**config.mk**
```make
export PLATFORM = sky130hd
export DESIGN_NAME = mi3_queue
export DESIGN_NICKNAME = d
export VERILOG_FILES = /design/src/rtl/core/mi3_pkg.sv /design/src/rtl/core/mi3_queue.sv
export SDC_FILE = /design/constraint.sdc
export NUM_CORES = 1
export LEC_CHECK = 0
export BUFFER_PORTS_ARGS = -buffer_cell sky130_fd_sc_hd__buf_2
export CORE_ASPECT_RATIO = 1.5
export CORE_MARGIN = 8
export CORE_UTILIZATION = 40
export DETAILED_ROUTE_END_ITERATION = 12
export HOLD_SLACK_MARGIN = 0.06
export PLACE_DENSITY = 0.61
export SYNTH_ARGS = -nofsm -noshare
export SYNTH_HDL_FRONTEND = slang
export SYNTH_SLANG_ARGS = --single-unit
```
**constraint.sdc**
```tcl
create_clock -name clk -period 16.2 [get_ports clk]
set_input_delay 0 -clock clk [delete_from_list [all_inputs] [get_ports clk]]
set_output_delay 0 -clock clk [all_outputs]
set_load 0.005 [all_outputs]
```
**src/rtl/core/mi3_pkg.sv**
```systemverilog
// Shared types, constants and fixed-point helpers for the 3x3 matrix inverter.
package mi3_pkg;

  localparam int DATA_W  = 32;
  localparam int FRAC_W  = 16;
  localparam int PROD_W  = 2 * DATA_W;
  localparam int ACC_W   = PROD_W + 4;
  localparam int NUM_W   = 2 * FRAC_W + 2;
  localparam int QDEPTH  = 4;
  localparam int QPTR_W  = $clog2(QDEPTH);
  localparam int QCNT_W  = $clog2(QDEPTH + 1);

  typedef logic signed [DATA_W-1:0] word_t;

  typedef struct packed {
    word_t m00; word_t m01; word_t m02;
    word_t m10; word_t m11; word_t m12;
    word_t m20; word_t m21; word_t m22;
  } in_item_t;

  typedef struct packed {
    word_t inv00; word_t inv01; word_t inv02;
    word_t inv10; word_t inv11; word_t inv12;
    word_t inv20; word_t inv21; word_t inv22;
    logic  singular;
  } out_item_t;

  // one classified matrix handed from the front part to the back part
  typedef struct packed {
    logic [8:0][DATA_W-1:0] adj;
    word_t                  det;
    logic                   singular;
  } mat_entry_t;

  // cofactor operand indexes: adj[k] = m[CX]*m[CY] - m[CU]*m[CV]
  localparam int CX [9] = '{4, 7, 1, 6, 0, 3, 3, 6, 0};
  localparam int CY [9] = '{8, 2, 5, 5, 8, 2, 7, 1, 4};
  localparam int CU [9] = '{7, 1, 4, 3, 6, 0, 6, 0, 3};
  localparam int CV [9] = '{5, 8, 2, 8, 2, 5, 4, 7, 1};

  localparam word_t WORD_MAX = {1'b0, {(DATA_W-1){1'b1}}};
  localparam word_t WORD_MIN = {1'b1, {(DATA_W-1){1'b0}}};

  // round half up by FRAC_W bits, then saturate to DATA_W signed bits
  function automatic word_t rnd_sat(input logic signed [ACC_W-1:0] v);
    logic signed [ACC_W-1:0]     t;
    logic signed [ACC_W-1:0]     s;
    logic [ACC_W-DATA_W:0]       hi;
    t  = v + (ACC_W'(1) <<< (FRAC_W - 1));
    s  = t >>> FRAC_W;
    hi = s[ACC_W-1:DATA_W-1];
    if ((&hi) || !(|hi)) return s[DATA_W-1:0];
    return s[ACC_W-1] ? WORD_MIN : WORD_MAX;
  endfunction

endpackage

```
**src/rtl/core/mi3_queue.sv**
```systemverilog
// Short queue of classified matrices between the front and back parts.
module mi3_queue (
  input  logic                 clk,
  input  logic                 rst_n,
  input  logic                 push,
  input  mi3_pkg::mat_entry_t  wdata,
  output logic                 full,
  input  logic                 pop,
  output mi3_pkg::mat_entry_t  rdata,
  output logic                 empty
);

  mi3_pkg::mat_entry_t           mem_r [mi3_pkg::QDEPTH];
  logic [mi3_pkg::QPTR_W-1:0]    wptr_r;
  logic [mi3_pkg::QPTR_W-1:0]    rptr_r;
  logic [mi3_pkg::QCNT_W-1:0]    cnt_r;
  logic [mi3_pkg::QCNT_W-1:0]    cnt_nxt;

  assign full  = (cnt_r == mi3_pkg::QCNT_W'(mi3_pkg::QDEPTH));
  assign empty = (cnt_r == '0);
  assign rdata = mem_r[rptr_r];

  always_comb begin
    cnt_nxt = cnt_r;
    if (push && !pop) cnt_nxt = cnt_r + 1'b1;
    if (pop && !push) cnt_nxt = cnt_r - 1'b1;
  end

  always_ff @(posedge clk) begin
    if (!rst_n) begin
      wptr_r <= '0;
      rptr_r <= '0;
      cnt_r  <= '0;
    end else begin
      if (push) wptr_r <= wptr_r + 1'b1;
      if (pop)  rptr_r <= rptr_r + 1'b1;
      cnt_r <= cnt_nxt;
    end
  end

  always_ff @(posedge clk) begin
    if (push) mem_r[wptr_r] <= wdata;
  end

  a_cnt_range: assert property (@(posedge clk) disable iff (!rst_n)
    cnt_r <= mi3_pkg::QCNT_W'(mi3_pkg::QDEPTH))
    else $error("queue count out of range");
  a_no_overflow: assert property (@(posedge clk) disable iff (!rst_n)
    full |-> !push)
    else $error("item pushed into full queue");
  a_no_underflow: assert property (@(posedge clk) disable iff (!rst_n)
    empty |-> !pop)
    else $error("item popped from empty queue");

endmodule

```
==> summary.txt, run 1 <==
Synth
  – Syn avg cell area: 27.33 um2
  – Syn. warnings: 0
  – Cell variety after synth: 22
  – Sequential-to-total area share from yosys stat: 82.27%
  – Top cell type by total area after synthesis: edfxtp_1
  – Ys async rst share: 0%
  – Seq cells post-synth: 1293
  – Gate Count Post-Synth: 1723
  – Top cells by area, synth: edfxtp_1 (82%), mux4_2 (15%), buf_12 (1.4%), dfxtp_1 (0.38%), buf_2 (0.32%)
  – Cell Area, Synth: 47080 um2
  – Post-Syn Nets: 2054
  – EDFF count, synth: 1284
  – Yosys top cell area share: 81.89%
  – Top FF cell, synth: edfxtp_1

Clock tree
  – CTS clk-pin slew, worst paths: 0.06 ns
  – H-tree level count: 3
  – Clk Latency, worst-skew pair: 0.71 ns
  – Total clock buffers created by CTS: 115
  – Clk buf depth: 3
  – Clock sink count: 1293
  – Gates resized, CTS repair: 0
  – CTS Root Buffer Type: clkbuf_16
  – CTS tree: yes

Setup path
  – CP max stage delay: 0.84 ns
  – R2R Path Start: wptr_r[0]$_SDFFE_PN0P_
  – Critical Path End Type: primary output
  – CP max FO: 46
  – Most common cell on crit path: buf_4
  – Crit path max-delay cell type: dfxtp_4
  – Worst Setup Start Kind: register
  – CP required: 16.20 ns
  – Crit path arrival time: 5.85 ns
  – CP Class: reg -> out
  – Cell Chain, Critical Path: buf_4 > buf_4 > buf_4 > buf_4 > mux4_2 > buf_2

Run status
  – Status: finished, final reports clean

GRT
  – Vias in the first global route: 26.14k
  – Largest net degree at the start of global routing: 142
  – First-pass GRT wire length: 165400 um
  – Total track usage: 16.86%
  – Initial antenna violation count: 16
  – Global route overflow: 0

Place
  – Gpl congestion: 0.7653
  – # port buffers: 647
  – HPWL after DPL: 67260 um

Flow run
  – Max cap viols: 0

Floorplanning
  – Die H: 436.2 um
  – I/O pin count: 648
  – Die ar.: 129200 um2
  – Rows: 154
  – Die width: 296.1 um
  – Starting density of the core: 40.19%
  – Core ar.: 117200 um2

Route
  – DRT iter0 DRCs: 1342
  – # DRC: 0
  – Vias per inst: 4.974
  – DRT antenna net count: 0
  – Final wirelength: 110800 um
  – Vias: 23.58k
  – DR WL/cell: 23.37 um
  – DRT Pass-1 Iters: 5

Timing
  – RSZ-0062 raised after global routing: false
  – Post-Route Setup TNS: 0 ns
  – Final hold vios: 0
  – # setup viols final: 0
  – Tightest Pin Transition: 1.116 ns
  – Final period utilization: 36.11%
  – Slew margin rel.: 25.61%
  – Fmax: 170.9 MHz
  – Slew Limit Fails: 0
  – Final setup skew: 0.02497 ns
  – Min cycle time layout: 5.850 ns

Layout
  – Area grow syn2layout: 30.78%
  – NumNets Final: 3397
  – Layout cells sized above 1: 36.72%
  – Final cell utilization of the core: 52.56%

Worst hold path
  – HP Class: in -> reg
  – Hold path start: wdata[263]

Power and ir drop
  – Peak supply drop: 0.00009364 V
  – Pwr/cell area: 118.3 nW/um2
  – Leak: 0.02083 uW
## where the power goes
group	internal, uW	leakage (uW)	switching, uW
combinational	400	0.00719	389
sequential	3850	0.0119	43.7
clock	1420	0.00177	1180
## through the flow
| stage | total power, uW | hold WS [ns] | area, um2 | setup WS [ns] | instances |
|---|---|---|---|---|---|
| final | 7286 | 0.1164 | 61580 | 10.35 | 4741 |
| after global routing | 7539 | 0.07566 | 61570 | 9.585 | 4737 |
| after CTS | 7375 | 0.06081 | 61520 | 9.878 | 4721 |
| after detailed placement | 4645 | 0.2175 | 51670 | 10.71 | 3883 |
| after global placement | 4623 | 0.2088 | 51670 | 10.74 | 3883 |
| after floorplan | 4372 | 0.09887 | 47080 | 7.679 | 1723 |
## layer usage
metal  GRT usage [%]  vias up  part of all wire, %
li1                -    10230                    -
met1           20.34    12400                   38
met2           29.56      800                   52
met3           4.043      162                  7.2
met4           5.509        0                  2.7
met5               0        -                    0
## area by class of cell
type / count / area (um2)
diodes: 19 / 47.55
clock inverters: 69 / 564.3
well taps: 1560 / 1952
fillers: 9165 / 55580
clock buffers: 144 / 3029
inverters: 6 / 22.52
flip-flops and latches: 1293 / 38740
multi-input cells: 352 / 7487
repair buffers: 1298 / 9729
## final timing paths
path,to,slack (ns),cells past startpoint
max,rdata[261],10.35,6
min,mem_r[0][263]$_DFFE_PP_,0.12,2
max reg2reg,mem_r[3][248]$_DFFE_PP_,11.99,5
min reg2reg,cnt_r[2]$_SDFFE_PN0P_,0.57,2
## synth_stat cells (2+ instances only)
cell and count:
o21ai_0 2, buf_4 3, xnor2_1 2, ha_1 5, edfxtp_1 1284, mux4_2 321, and2_1 10, dfxtp_1 9
buf_2 30, buf_12 32, nand2_1 2, xor2_1 3, clkbuf_1 6, inv_1 6
## state kept, by name, indices dropped and copies added (netlist names), named ones only
signal and count:
cnt_r 3, mem_r 1284, rptr_r 2, wptr_r 2
## critical path: cells and delay by family (launching register included)
family / cells / cell delay [ns]
buf+inv: 5 / 3.40
flops: 1 / 0.84
mux: 1 / 0.62
## kinds of logic (layout without fill, tap and decap cells)
logic type               count (synthesis)  count (layout)  synth area share [%]
XOR/XNOR                                 5               5               0.09303
multiplexers                           322             322                 15.38
other                                    0              19                     0
flip-flops                            1293            1293                 82.27
AND/OR/NAND/NOR                         16              16                0.1993
AO/OA/AOI/OAI                            3               3               0.03721
adder cells (fa/ha/maj)                  6               6                0.1754
buffers and inverters                   78            1517                 1.847
## timing repair
action / 4_1_cts / 5_1_grt
setup endpoints to repair: 0 / 0
buffers inserted: 0 / 0
hold buffers: 625 / 1
hold endpoints to repair: 1337 / 1
## placed cells by master (no fill, tap or decap), types with 2 or more instances in the layout
cell type         n
edfxtp_1       1284
buf_2           647
dlygate4sd3_1   626
mux4_2          321
clkbuf_16       117
clkinv_2         27
clkbuf_1         27
clkinv_1         24
buf_4            22
diode_2          19
dfxtp_1           7
inv_1             6
and2_1            6
bufinv_16         6
ha_1              5
and2_4            4
clkinv_4          4
xor2_1            3
buf_12            3
xnor2_1           2
nand2_1           2
o21ai_0           2
dfxtp_4           2
inv_6             2
clkinv_16         2
clkinvlp_4        2
Note: power is estimated with default switching activity, not from simulation.
==> run 2, diff against run 1 <==
==> constraint.sdc (replaced) <==
create_clock -name clk -period 6.1 [get_ports clk]
set_input_delay 0 -clock clk [delete_from_list [all_inputs] [get_ports clk]]
set_output_delay 0 -clock clk [all_outputs]
set_load 0.005 [all_outputs]
==> run 2 against run 1 <==
Against the previous run:
- clock power increased to 2.8 times the previous value
- die area did not move
- total power increased to 2.7 times the previous value
- sequential share of layout area down 0.24 points
- hold slack improved by 0.0069 ns
- cell count down 0.11%
- first-iteration DRC count grew 11%
- count of clock-buffer cells in the layout fell by 11
- global-route usage is 0.31 points lower
- core utilization is 0.20 points higher
- critical endpoint is now rdata[197]
- clock skew up 0.0026 ns
==> summary.txt, run 2 (synthesized netlist as in run 1, its figures left out) <==
GRT
  – Largest net degree at the start of global routing: 141 (-0.70%)
  – Initial antenna violation count: 21 (+5)
  – First-pass GRT wire length: 162800 um (-1.6%)
  – Total track usage: 16.56% (-0.31 points)
  – Global route overflow: 0 (unchanged)
  – Vias in the first global route: 26.09k (-0.20%)

Timing
  – Slew Limit Fails: 0 (unchanged)
  – # setup viols final: 0 (unchanged)
  – Tightest Pin Transition: 1.143 ns (+0.02730 ns)
  – RSZ-0062 raised after global routing: false
  – Final period utilization: 54.46%
  – Post-Route Setup TNS: 0 ns (unchanged)
  – Slew margin rel.: 23.79% (-1.8 points)
  – Min cycle time layout: 3.322 ns
  – Final setup skew: 0.02758 ns (+0.002613 ns)
  – Final hold vios: 0 (unchanged)
  – Fmax: 301.0 MHz

Power and ir drop
  – Leak: 0.02088 uW (+0.27%)
  – Peak supply drop: 0.0003338 V (+260%)
  – Pwr/cell area: 317.7 nW/um2 (+170%)
  – Tot Pwr: 19640 uW (+170%)

Setup path
  – CP max stage delay: 0.89 ns (+0.05 ns)
  – CP Class: reg -> out
  – Reg2Reg Setup Slack: 3.41 ns (-8.58 ns)
  – CP required: 6.10 ns (-10.10 ns)
  – CP max FO: 100 (+120%)
  – Reg2Reg Capture Point: mem_r[0][275]$_DFFE_PP_
  – R2R Path Start: wptr_r[0]$_SDFFE_PN0P_
  – Cell Chain, Critical Path: buf_12 > mux4_2 > buf_2
  – R2R depth: 4 (-1)
  – Crit path buffers/inverters: 2 (-3)
  – Crit path max-delay cell type: dfxtp_4
  – Worst Setup Start Kind: register
  – Critical Path End Type: primary output
  – Delay-heaviest family, CP: flip-flops
  – Crit path arrival time: 3.32 ns (-2.53 ns)

Floorplanning
  – Core ar.: 117200 um2 (unchanged)
  – Die ar.: 129200 um2 (unchanged)
  – Die H: 436.2 um (unchanged)
  – Rows: 154 (unchanged)
  – I/O pin count: 648 (unchanged)
  – Starting density of the core: 40.19% (unchanged)
  – Die width: 296.1 um (unchanged)

Clock tree
  – Total clock buffers created by CTS: 115 (unchanged)
  – Clk buf depth: 3 (unchanged)
  – Clk Latency, worst-skew pair: 0.71 ns (about the same)
  – Clock sink count: 1293 (unchanged)
  – Post-CTS setup buffers: 0 (unchanged)
  – CTS tree: yes
  – CTS clk-pin slew, worst paths: 0.06 ns (about the same)
  – Gates resized, CTS repair: 0 (unchanged)
  – H-tree level count: 3 (unchanged)
  – CTS Root Buffer Type: clkbuf_16

Place
  – Placed cell count: 3879 (-0.10%)
  – Gpl congestion: 0.7721 (+0.89%)
  – HPWL after DPL: 65870 um (-2.1%)
  – Cell Area, Placed: 51750 um2 (+0.16%)
  – # port buffers: 647 (unchanged)

Worst hold path
  – Endpoint, Worst Hold: mem_r[0][260]$_DFFE_PP_
  – Hold path start: wdata[260]
  – Hold depth: 2 (unchanged)
  – HP Class: in -> reg

Layout
  – Largest register FFs: 1284 (unchanged)
  – Most frequent cells in the layout: edfxtp_1 (1284), buf_2 (647), dlygate4sd3_1 (621)
  – Final cell utilization of the core: 52.76% (+0.20 points)
  – Regs by FF count: mem_r (1284), cnt_r (3)
  – Layout cells sized above 1: 36.67% (-0.045 points)
  – Post-Layout Inst Area: 61810 um2 (+0.38%)
  – NumNets Final: 3388 (-0.26%)
  – Area grow syn2layout: 31.27%
  – Largest reg by FF count: mem_r
  – Fin cells: 4736 (-0.11%)
  – Most common cell after layout, fill and taps aside: edfxtp_1

Route
  – # DRC: 0 (unchanged)
  – DRT antenna net count: 0 (unchanged)
  – Vias: 23.42k (-0.70%)
  – DRT Pass-1 Iters: 4 (-1)
  – DRT iter0 DRCs: 1483 (+11%)
  – Final wirelength: 109200 um (-1.4%)
  – Vias per inst: 4.945 (-0.59%)
  – DR WL/cell: 23.06 um (-1.3%)

Flow run
  – Max cap viols: 0 (unchanged)

Run status
  – Status: finished, final reports clean
## run 2: cell count changes in the layout (fill, tap and decap cells not counted)
| cell | before | now |
|---|---|---|
| buf_12 | 3 | 12 |
| inv_6 | 2 | 3 |
| buf_4 | 22 | 9 |
| clkinv_8 | 0 | 2 |
| dlygate4sd3_1 | 626 | 621 |
| clkinv_2 | 27 | 18 |
| clkinvlp_4 | 2 | 5 |
| clkbuf_1 | 27 | 17 |
| clkinv_4 | 4 | 1 |
| diode_2 | 19 | 21 |
| clkinv_1 | 24 | 36 |
| clkbuf_16 | 117 | 116 |
| bufinv_16 | 6 | 14 |
| inv_16 | 1 | 0 |
## run 2: power by group
group,total [uW],switching (uW),internal (uW)
logic,2090,1030,1070
clock network,7210,3130,4080
registers,10300,110,10200
total,19600,4270,15400
## run 2: worst max-delay path by stage
stage                      startpoint                      end  slack (ns)  depth (start not counted)
2_1_floorplan  wptr_r[0]$_SDFFE_PN0P_    mem_r[2][0]$_DFFE_PP_        1.20                          3
3_3_place_gp                 register               rdata[197]        3.43                          3
3_5_place_dp   wptr_r[0]$_SDFFE_PN0P_  mem_r[0][238]$_DFFE_PP_        3.41                          4
4_1_cts                      register               rdata[197]        2.62                          3
5_1_grt                      register               rdata[197]        2.48                          3
6_report                     register               rdata[197]        2.78                          3
## run 2: what timing repair did
action,4_1_cts,5_1_grt
hold buffers,621,0
hold endpoints to repair,1365,0
setup endpoints to repair,0,0
## run 2: cell type report
class	instances	area, um2
Fill cell	9034	55340
Antenna cell	21	52.55
Sequential cell	1293	38740
Tap cell	1560	1952
Clock inverter	82	822.0
Timing Repair Buffer	1289	9762
Clock buffer	133	2967
Multi-Input combinational cell	352	7487
Inverter	6	22.52
## run 2: metal layers
metal / track usage [%] / part of all wire [%]
met1: 19.73 / 37
met5: 0 / 0.033
met2: 28.51 / 51
met3: 4.790 / 8.5
met4: 5.776 / 3.0
## run 2: stage by stage
step | setup WS (ns) | hold WS (ns)
after global routing | 2.475 | 0.07979
after detailed placement | 3.414 | 0.2170
after floorplan | 1.199 | 0.09887
after CTS | 2.624 | 0.06007
final | 2.778 | 0.1232
after global placement | 3.434 | 0.2082
==> run 3, diff against run 2 <==
==> constraint.sdc (replaced) <==
create_clock -name clk -period 3.4 [get_ports clk]
set_input_delay 0 -clock clk [delete_from_list [all_inputs] [get_ports clk]]
set_output_delay 0 -clock clk [all_outputs]
set_load 0.005 [all_outputs]
==> run 3 against run 2 <==
Against the previous run:
- count of clock-buffer cells in the layout fell by 1
- die area did not move
- largest cell class unchanged
- total power rose by 81%
- hold slack got worse by 0.019 ns
- global-route usage rose by 0.99 points
- wire length rose by 5.3%
- combinational power rose by 90%
- critical path type unchanged
- cell count rose by 1.2%
- sequential power rose by 80%
- register-to-register slack got worse by 2.1 ns
- via count rose by 1.9%
==> summary.txt, run 3 (synthesized netlist as in run 1, its figures left out) <==
Run status
  – Status: finished, final reports clean

Clock tree
  – Clock sink count: 1293 (unchanged)
  – CTS Root Buffer Type: clkbuf_16
  – Clk Latency, worst-skew pair: 0.71 ns (about the same)
  – H-tree level count: 3 (unchanged)
  – Gates resized, CTS repair: 0 (unchanged)
  – Clk buf depth: 3 (unchanged)
  – Total clock buffers created by CTS: 116 (+0.87%)
  – CTS tree: yes
  – Post-CTS setup buffers: 0 (unchanged)
  – CTS clk-pin slew, worst paths: 0.06 ns (about the same)

Worst hold path
  – Hold depth: 2 (unchanged)
  – Endpoint, Worst Hold: mem_r[3][124]$_DFFE_PP_
  – HP Class: in -> reg
  – Hold path start: wdata[124]

Route
  – DRT iter0 DRCs: 1432 (-3.4%)
  – Vias: 23.86k (+1.9%)
  – Final wirelength: 115100 um (+5.3%)
  – # DRC: 0 (unchanged)
  – DRT Pass-1 Iters: 4 (unchanged)
  – DRT antenna net count: 0 (unchanged)
  – Vias per inst: 4.977 (+0.64%)
  – DR WL/cell: 24.00 um (+4.0%)

Place
  – Gpl congestion: 0.7576 (-1.9%)
  – Cell Area, Placed: 52610 um2 (+1.7%)
  – HPWL after DPL: 75060 um (+14%)
  – Placement Setup Slack: 1.249 ns (-2.165 ns)
  – # port buffers: 647 (unchanged)
  – Placed cell count: 3948 (+1.8%)

Layout
  – Most frequent cells in the layout: edfxtp_1 (1284), buf_2 (647), dlygate4sd3_1 (609)
  – Fin cells: 4795 (+1.2%)
  – Area of the multi-input gates: 7487 um2 (unchanged)
  – Largest register FFs: 1284 (unchanged)
  – Area grow syn2layout: 32.85%
  – NumNets Final: 3446 (+1.7%)
  – Most common cell after layout, fill and taps aside: edfxtp_1
  – FF+latch area: 38740 um2 (unchanged)
  – Layout cells sized above 1: 38.69% (+2.0 points)
  – Largest reg by FF count: mem_r
  – Filler instances: 8991 (-0.48%)
  – Post-Layout Inst Area: 62550 um2 (+1.2%)
  – Regs by FF count: mem_r (1284), cnt_r (3)

GRT
  – Busiest grt layer: met2
  – Total track usage: 17.55% (+0.99 points)
  – Initial antenna violation count: 22 (+4.8%)
  – Vias in the first global route: 26.64k (+2.1%)
  – Met2 GRT Util: 30.63% (+2.1 points)
  – First-pass GRT wire length: 169900 um (+4.3%)
  – Met3 Use GR: 4.226% (-0.56 points)
  – Met1 GRT Util: 20.03% (+0.30 points)
  – Largest net degree at the start of global routing: 46 (-67%)
  – Global route overflow: 0 (unchanged)

Setup path
  – R2R depth: 5 (+1)
  – Crit path max-delay cell type: dfxtp_4
  – Cell Chain, Critical Path: buf_12 > buf_12 > mux4_2 > buf_2
  – Most common cell on crit path: buf_12
  – Worst Setup Start Kind: register
  – CP max stage delay: 0.62 ns (-0.27 ns)
  – CP required: 3.40 ns (-2.70 ns)
  – Reg2Reg Setup Slack: 1.34 ns (-2.07 ns)
  – Crit path arrival time: 2.72 ns (-0.60 ns)
  – R2R Path Start: wptr_r[0]$_SDFFE_PN0P_
  – CP Class: reg -> out
  – Critical Path End Type: primary output
  – Reg2Reg Capture Point: mem_r[0][238]$_DFFE_PP_
  – CP max FO: 29 (-71%)

Floorplanning
  – Die H: 436.2 um (unchanged)
  – Rows: 154 (unchanged)
  – Starting density of the core: 40.19% (unchanged)
  – Die ar.: 129200 um2 (unchanged)
  – Die width: 296.1 um (unchanged)
  – Core ar.: 117200 um2 (unchanged)
  – I/O pin count: 648 (unchanged)

Flow run
  – Max cap viols: 0 (unchanged)

Timing
  – Final setup skew: 0.01612 ns (-0.01146 ns)
  – Final period utilization: 80.06%
  – Fmax: 367.4 MHz
  – Slew Limit Fails: 0 (unchanged)
  – Tightest Pin Transition: 0.8985 ns (-0.2447 ns)
  – Setup ws final: 0.6781 ns (-2.100 ns)
  – Min cycle time layout: 2.722 ns
  – Slew margin rel.: 40.10% (+16 points)
  – RSZ-0062 raised after global routing: false
  – Post-Route Setup TNS: 0 ns (unchanged)
  – Min Hold Slack: 0.1043 ns (-0.01896 ns)
  – Final hold vios: 0 (unchanged)
  – # setup viols final: 0 (unchanged)

Power and ir drop
  – Leak: 0.02128 uW (+1.9%)
  – Pwr/cell area: 567.1 nW/um2 (+79%)
  – Peak supply drop: 0.0005586 V (+67%)
==> run 3: cell types whose count changed in the layout (fill, tap and decap cells not counted), sizes merged <==
cell / delta
buf: +69
dlygate4sd3: -12
clkinvlp: +6
clkinv: -4
bufinv: -2
inv: +2
clkbuf: -1
diode: +1
==> run 3: final cells by class <==
type | count | share of cell area, %
antenna | 22 | 0.08802
timing repair buffer | 1346 | 16.78
clock inverter | 84 | 1.288
inverter | 6 | 0.03601
sequential | 1293 | 61.94
tap | 1560 | 3.121
multi-input combinational | 352 | 11.97
clock buffer | 132 | 4.771
==> run 3: critical path: cells and delay by family, from the launching register on <==
family                 cells  cell delay, ns
muxes                      1            0.61
DFF                        1            0.62
buffers and inverters      3            0.71
==> run 3: worst max path at each step <==
stage | to | slack [ns] | depth (start not counted)
floorplan | mem_r[2][0]$_DFFE_PP_ | 0.18 | 3
global placement | mem_r[1][249]$_DFFE_PP_ | 1.28 | 4
detailed placement | mem_r[3][319]$_DFFE_PP_ | 1.25 | 3
CTS | rdata[52] | 0.52 | 4
global route | rdata[98] | 0.49 | 4
finish | rdata[52] | 0.68 | 4
==> run 3: where the power goes <==
group / internal (uW) / total, uW / switching [uW]
registers: 18300 / 18500 / 194
clock network: 7240 / 13000 / 5750
logic: 2030 / 3970 / 1940
total: 27600 / 35500 / 7880
==> run 3: per-stage QoR <==
step | total power [uW] | utilization (%)
floorplan | 20640 | -
global placement | 22200 | 44.91
detailed placement | 22310 | 44.91
CTS | 35860 | 53.34
global route | 36670 | 53.38
finish | 35470 | 53.39
==> run 3: per-layer routing <==
| layer | wire length (um) | vias to the layer above | part of all wire [%] |
|---|---|---|---|
| li1 | - | 10340 | - |
| met3 | 7965 | 218 | 6.9 |
| met1 | 42110 | 12480 | 37 |
| met5 | 55 | - | 0.048 |
| met2 | 59780 | 822 | 52 |
| met4 | 5154 | 8 | 4.5 |
==> run 3: what timing repair did <==
| action | CTS | global route |
|---|---|---|
| endpoints found under the setup margin | 0 | 0 |
| hold endpoints to repair | 1330 | 0 |
| hold buffers | 609 | 0 |
